[src/sv/tcw_pkg.sv]
package tcw_pkg;

    // Default console geometry
    localparam int COLUMNS_DEF = 80;
    localparam int ROWS_DEF    = 25;

    // Fixed field widths
    localparam int CMD_W     = 2;
    localparam int CHAR_W    = 8;
    localparam int COLOUR_W  = 4;
    localparam int DELTA_W   = 12;
    localparam int CA_W      = 11;
    localparam int LOC_W     = 11;
    localparam int CELL_W    = 16;
    localparam int CFG_W     = 4;
    localparam int CFG_IDX_W = 1;

    // Magnitude of the most negative delta
    localparam int DELTA_MAG = 2048;

    // Dividend width of the cursor divider at the default geometry
    localparam int DIVIDEND_W_DEF = 13;

    typedef enum logic [CMD_W-1:0] {
        CMD_WRITE_CHAR  = 2'd0,
        CMD_MOVE_CURSOR = 2'd1,
        CMD_CLEAR       = 2'd2,
        CMD_READ_CELL   = 2'd3
    } tcw_cmd_t;

    // Configuration register indexes
    localparam logic [CFG_IDX_W-1:0] REG_BACKGROUND = 1'b0;
    localparam logic [CFG_IDX_W-1:0] REG_CLEAR_FG   = 1'b1;

    // Character codes
    localparam logic [CHAR_W-1:0] CH_BS    = 8'h08;
    localparam logic [CHAR_W-1:0] CH_TAB   = 8'h09;
    localparam logic [CHAR_W-1:0] CH_LF    = 8'h0A;
    localparam logic [CHAR_W-1:0] CH_CR    = 8'h0D;
    localparam logic [CHAR_W-1:0] CH_SPACE = 8'h20;

    localparam int TAB_STEP = 8;

    localparam logic [CFG_W-1:0]  BG_RESET   = 4'h0;
    localparam logic [CFG_W-1:0]  FG_RESET   = 4'hF;
    localparam logic [CELL_W-1:0] RESET_CELL = 16'h0F20;

endpackage

[src/sv/tcw_div.sv]
module tcw_div
    import tcw_pkg::*;
#(
    parameter int DIVISOR    = COLUMNS_DEF,
    parameter int DIVIDEND_W = DIVIDEND_W_DEF,
    localparam int RMW    = $clog2(DIVISOR),
    localparam int SHIFT  = DIVIDEND_W + RMW,
    localparam int PROD_W = 2 * DIVIDEND_W + 1
) (
    input  logic                  clk,
    input  logic                  rst_n,
    input  logic                  start,
    input  logic [DIVIDEND_W-1:0] dividend,
    output logic                  done,
    output logic [DIVIDEND_W-1:0] quotient,
    output logic [RMW-1:0]        remainder
);

    // Reciprocal rounded up; exact for every dividend of DIVIDEND_W bits
    localparam longint RECIP_L = ((longint'(1) << SHIFT) + longint'(DIVISOR) - 1)
                               / longint'(DIVISOR);
    localparam logic [DIVIDEND_W:0] RECIP = (DIVIDEND_W+1)'(RECIP_L);

    logic [DIVIDEND_W-1:0] quo_reg, quo_next;
    logic [DIVIDEND_W-1:0] dvd_reg, dvd_next;
    logic [RMW-1:0]        rem_reg, rem_next;
    logic                  busy_reg, busy_next;
    logic                  done_reg, done_next;
    logic [PROD_W-1:0]     product;
    logic [DIVIDEND_W-1:0] back;

    assign product = PROD_W'(dividend) * PROD_W'(RECIP);
    assign back    = quo_reg * DIVIDEND_W'(DIVISOR);

    // The quotient is registered on start; the remainder follows from the registered quotient, together with done
    always_comb
    begin
        quo_next  = quo_reg;
        dvd_next  = dvd_reg;
        rem_next  = rem_reg;
        busy_next = 1'b0;
        done_next = 1'b0;
        if (start)
        begin
            quo_next  = DIVIDEND_W'(product >> SHIFT);
            dvd_next  = dividend;
            busy_next = 1'b1;
        end
        else if (busy_reg)
        begin
            rem_next  = RMW'(dvd_reg - back);
            done_next = 1'b1;
        end
    end

    always_ff @(posedge clk or negedge rst_n)
    begin
        if (!rst_n)
        begin
            quo_reg  <= '0;
            dvd_reg  <= '0;
            rem_reg  <= '0;
            busy_reg <= 1'b0;
            done_reg <= 1'b0;
        end
        else
        begin
            quo_reg  <= quo_next;
            dvd_reg  <= dvd_next;
            rem_reg  <= rem_next;
            busy_reg <= busy_next;
            done_reg <= done_next;
        end
    end

    assign done      = done_reg;
    assign quotient  = quo_reg;
    assign remainder = rem_reg;

endmodule

[config.mk]
export PLATFORM = sky130hd
export DESIGN_NAME = tcw_div
export DESIGN_NICKNAME = d
export VERILOG_FILES = /design/src/sv/tcw_pkg.sv /design/src/sv/tcw_div.sv
export SDC_FILE = /design/constraint.sdc
export NUM_CORES = 1
export LEC_CHECK = 0
export BUFFER_PORTS_ARGS = -buffer_cell sky130_fd_sc_hd__buf_2
export CAP_MARGIN = 20
export CORE_MARGIN = 2
export CORE_UTILIZATION = 50
export DETAILED_ROUTE_END_ITERATION = 10
export GPL_ROUTABILITY_DRIVEN = 0
export GPL_TIMING_DRIVEN = 0
export PLACE_DENSITY = 0.69
export SLEW_MARGIN = 20
export SYNTH_ARGS = -nofsm -noshare
export SYNTH_HDL_FRONTEND = slang
export SYNTH_SLANG_ARGS = --single-unit
[constraint.sdc]
create_clock -name clk -period 2.9 [get_ports clk]
set_clock_uncertainty 0.2 [all_clocks]
set_input_delay 0.29 -clock clk [delete_from_list [all_inputs] [get_ports clk]]
set_output_delay 0.29 -clock clk [all_outputs]
set_load 0.01 [all_outputs]
Word level (Yosys, flattened, before mapping):

Cells that the tools add are included.

* bits in registers: 23
* input port bits: 16
* output and inout port bits: 21
* logic and storage cells: 13

* add/subtract/negate cells: 1
* $mul: 2
* mux-type cells: 3
* bitwise logic cells: 1
* reductions and logical operators: 1

Operators with widths (count)
* $mul 13x12->25 const B: 1
* $mul 7x3->3 const B: 1
* $sub 7x7->7: 1
* $mux 1: 3
* $reduce_and 2->1: 1
* $not 1->1: 1

Longest topological paths before layout:

* word-level depth: 2
* depth in mapped cells: 16

Worst setup path after synthesis:

Ideal clock, no wire load.

* path kind: in2reg
* from: input port dividend[8]
* to: register quo_reg[3] (netlist: quotient[3])
* library setup time: 0.125 ns
* arrival: 4.473 ns
* data required time: 2.575 ns
* slack: -1.898 ns
* cell stages on the path: 16
* path buffers: 0
* cell sequence: ha_1 -> inv_1 -> fa_1 -> fa_1 -> inv_1 -> fa_1 -> inv_1 -> fa_1 -> inv_1 -> ha_1 -> and3_1 -> and2_1 -> or3b_2 -> o21ai_0 -> xor2_1 -> mux2_2

* word-level cells in the longest chain between the ends: 1

RTL lines
* start: declaration: RTL line tcw_div.sv:13 `input logic [DIVIDEND_W-1:0] dividend,`
* $mul 13x12->25: RTL line tcw_div.sv:32 `assign product = PROD_W'(dividend) * PROD_W'(RECIP);`
* end signal: assignment: RTL line tcw_div.sv:68 `quo_reg <= quo_next;`
* end: declaration: RTL line tcw_div.sv:24 `logic [DIVIDEND_W-1:0] quo_reg, quo_next;`

Every way passes these cells.
A chain may end at the register's enable or synchronous reset.

Worst setup path after layout:

* from: input port dividend[4]
* to: register quo_reg[6] (netlist: quotient[6])

The elaborated chain is that of the path after synthesis.

==> impl_metrics.tcl <==
set metrics [dict create \
    crit_fanout 3 \
    tritoncts "yes" \
    power_density_nw_per_um2 789 \
    antenna_found_initial 0 \
    area_growth_pct 23.1 \
    multi_input_area_um2 3020 \
    rsz0062_at_grt "true" \
    drive_above_1_share_pct 26.8 \
    critical-path-slowest-cell "fa_1" \
    arrival_ns 4.34 \
    clk_pin_slew_worst_paths_ns 0.08 \
    cts_sinks 23 \
    fin_crit_sh_pct 152 \
    hold_viol_final 0 \
    grt_start_max_net_pins 24 \
    ant_nets 0 \
    postLayoutCellArea_um2 4570 \
    nFillCells 597 \
    dieArea_um2 8140 \
    die_height_um 90.2 \
    p_seq_share_pct 13.1 \
    max_freq_ghz 0.227 \
    crit_top_cell "fa_1" \
    routed_wl_mm 7.74 \
    crit_chain "buf_12, ha_4, inv_2, fa_1, fa_1, inv_1, fa_1, inv_1, fa_1, inv_2, ha_4, and3_4, and2_4, or3b_4, o211ai_1, buf_4, mux2i_1, o22ai_1" \
    final_cell_mix "inv_1, ha_1, fa_1" \
    hp-class "in -> reg" \
    p_sw_uw 1630 \
    setup_ws_ns -1.50 \
    grt_pass1_wl_mm 13.5 \
    yosys_warnings 0 \
    seqCellArea_um2 576 \
    ir_drop_mv 0.476 \
    synthesis.area_um2 3720 \
    coreArea_um2 7210 \
    critical-path-max-stage-delay_ns 0.49 \
    fin_setup_tns_ns -9.90 \
    dr.pass1.iters 5 \
    synth_cell_types 43 \
    internal_power_uw 1980 \
    ys_seq_area_share_pct 15.5 \
    final_cells 517 \
    netlist_instances 363 \
    placed_area_um2 4120 \
    maxCapViolations 0 \
    htree_num_levels 1 \
    drt_iter0_markers 88 \
    finalNetCount 569 \
    relSlewSlack_pct 60.6 \
    drc_errors 0 \
    cts-root-buf "clkbuf_8" \
    rows 31 \
    p_comb_share_pct 81.6 \
    dp_hpwl_mm 6.28 \
    critPathKind "in -> reg" \
    die_w_um 90.2 \
    maxSlewViolCount 0 \
    io_buffers 30 \
    routed-via-count 2629 \
    p_leak_uw 0.00245 \
    io_pins 37 \
    cts_max_path_buffers 2 \
    p_clk_share_pct 5.3 \
    setup_viol 7 \
    clock_latency_ns 0.26 \
    synthArstFlopShare_pct 100 \
    synth-edff-count 0 \
    diodes 0 \
    violations "setup timing" \
    pre_cts_slack_ns -2.09 \
    grt_pass1_vias 2898 \
    crit_required_ns 2.84 \
    ys.flop_type "dfrtp_1" \
    whs_ns 0.0108 \
    wl_per_cell_um 15.0 \
    grt_usage_pct 20.5 \
    synth_seq_cells 23 \
    end_kind "flip-flop" \
    initial_utilization_pct 51.5 \
    start_kind "input port" \
    final_common_cell "inv_1" \
    switching_share_pct 45.3 \
    via_per_inst 5.09 \
    outcome "finished, violations left" \
    grt_overflow 0 \
    avgSynthCellArea_um2 10.2 \
    worst_slew_pin_slew_ns 0.591 \
    cts_inserted_buffers 3 \
    period_minus_slack_ns 4.40 \
    dp.cells 497 \
]
[layer usage]
layer	vias to the layer above	track usage, %	share of wire, %
met5	-	0	0
met2	39	37.7	52
li1	1275	-	-
met3	12	2.35	2.5
met4	0	3.08	1.5
met1	1303	26.4	44
[synthesized netlist by cell type, types with 2 or more instances]
cell	n	area (µm²)
and3_1	4	25.0
dfrtp_1	23	576
a21oi_1	5	25.0
ha_1	91	1140
xnor2_1	5	43.8
o211ai_1	3	22.5
xor2_1	5	43.8
o21ai_0	9	45.0
nand3b_1	4	30.0
clkbuf_1	2	7.51
nand2_1	12	45.0
nor2_1	5	18.8
and2_1	4	25.0
o21a_1	3	22.5
mux2i_1	3	30.0
mux2_2	11	124
nor3b_1	2	15.0
inv_1	93	349
a21o_1	7	52.6
buf_4	6	45.0
fa_1	43	861
nor3_1	2	10.0
[per-stage QoR]
stage                     power, µW  util, %
after floorplan                2220        -
after global placement         2740     57.1
after detailed placement       2830     57.1
after CTS                      3510     62.8
after global routing           4020     63.4
final                          3610     63.4
[repair_timing]
item	CTS	global route
endpoints found under the hold margin	23	0
setup buffers	13	2
setup endpoints to repair	7	7
hold buffers	1	0
resized for setup	51	8
gates cloned	0	0
pin swaps	25	19
[cell type report]
class,count,area share (%)
Tap cell,99,2.71
Sequential cell,23,12.6
Inverter,94,7.82
Clock inverter,1,0.109
Buffer,9,1.23
Timing Repair Buffer,46,8.64
Multi-Input combinational cell,242,66.0
Clock buffer,3,0.903
[power groups by stage]
stage	clock network (µW)	registers [µW]	logic (µW)
after global placement	0	475	2260
after CTS	197	473	2840
after floorplan	0	507	1710
after detailed placement	0	479	2350
after global routing	211	488	3320
final	193	473	2940
[cells by family (layout without fill, tap and decap cells)]
| logic type | count (synthesis) | in the layout | share of synthesized area (%) |
|---|---|---|---|
| compound gates | 36 | 36 | 6.77 |
| flops | 23 | 23 | 15.5 |
| fa+ha+maj | 134 | 134 | 53.8 |
| buf+inv | 103 | 153 | 11.0 |
| other cells | 1 | 6 | 0.101 |
| simple gates | 42 | 42 | 6.36 |
| xor+xnor | 10 | 10 | 2.36 |
| mux | 14 | 14 | 4.14 |
[path summary, 6_finish.rpt]
| kind | start | endpoint | slack (ns) | cells past startpoint |
|---|---|---|---|---|
| max in group asynchronous | rst_n | remainder[4]$_DFFE_PN0P_ | 1.83 | 2 |
| setup reg to reg | quotient[0]$_DFFE_PN0P_ | remainder[6]$_DFFE_PN0P_ | 1.14 | 5 |
| min in group asynchronous | rst_n | remainder[3]$_DFFE_PN0P_ | 0.33 | 2 |
| hold / removal | start | busy_reg$_DFF_PN0_ | 0.01 | 1 |
| hold reg to reg | remainder[4]$_DFFE_PN0P_ | remainder[4]$_DFFE_PN0P_ | 0.29 | 2 |
| setup / recovery | dividend[4] | quotient[6]$_DFFE_PN0P_ | -1.50 | 18 |
[worst max-delay path, delay by kind of cell]
kind	cells	cell delay (ns)
buffers and inverters	6	0.45
AO/OA/AOI/OAI	2	0.28
adder cells (fa/ha/maj)	6	2.45
AND/OR/NAND/NOR	3	0.70
multiplexers	1	0.19
Note: power is estimated with default switching activity, not from simulation.
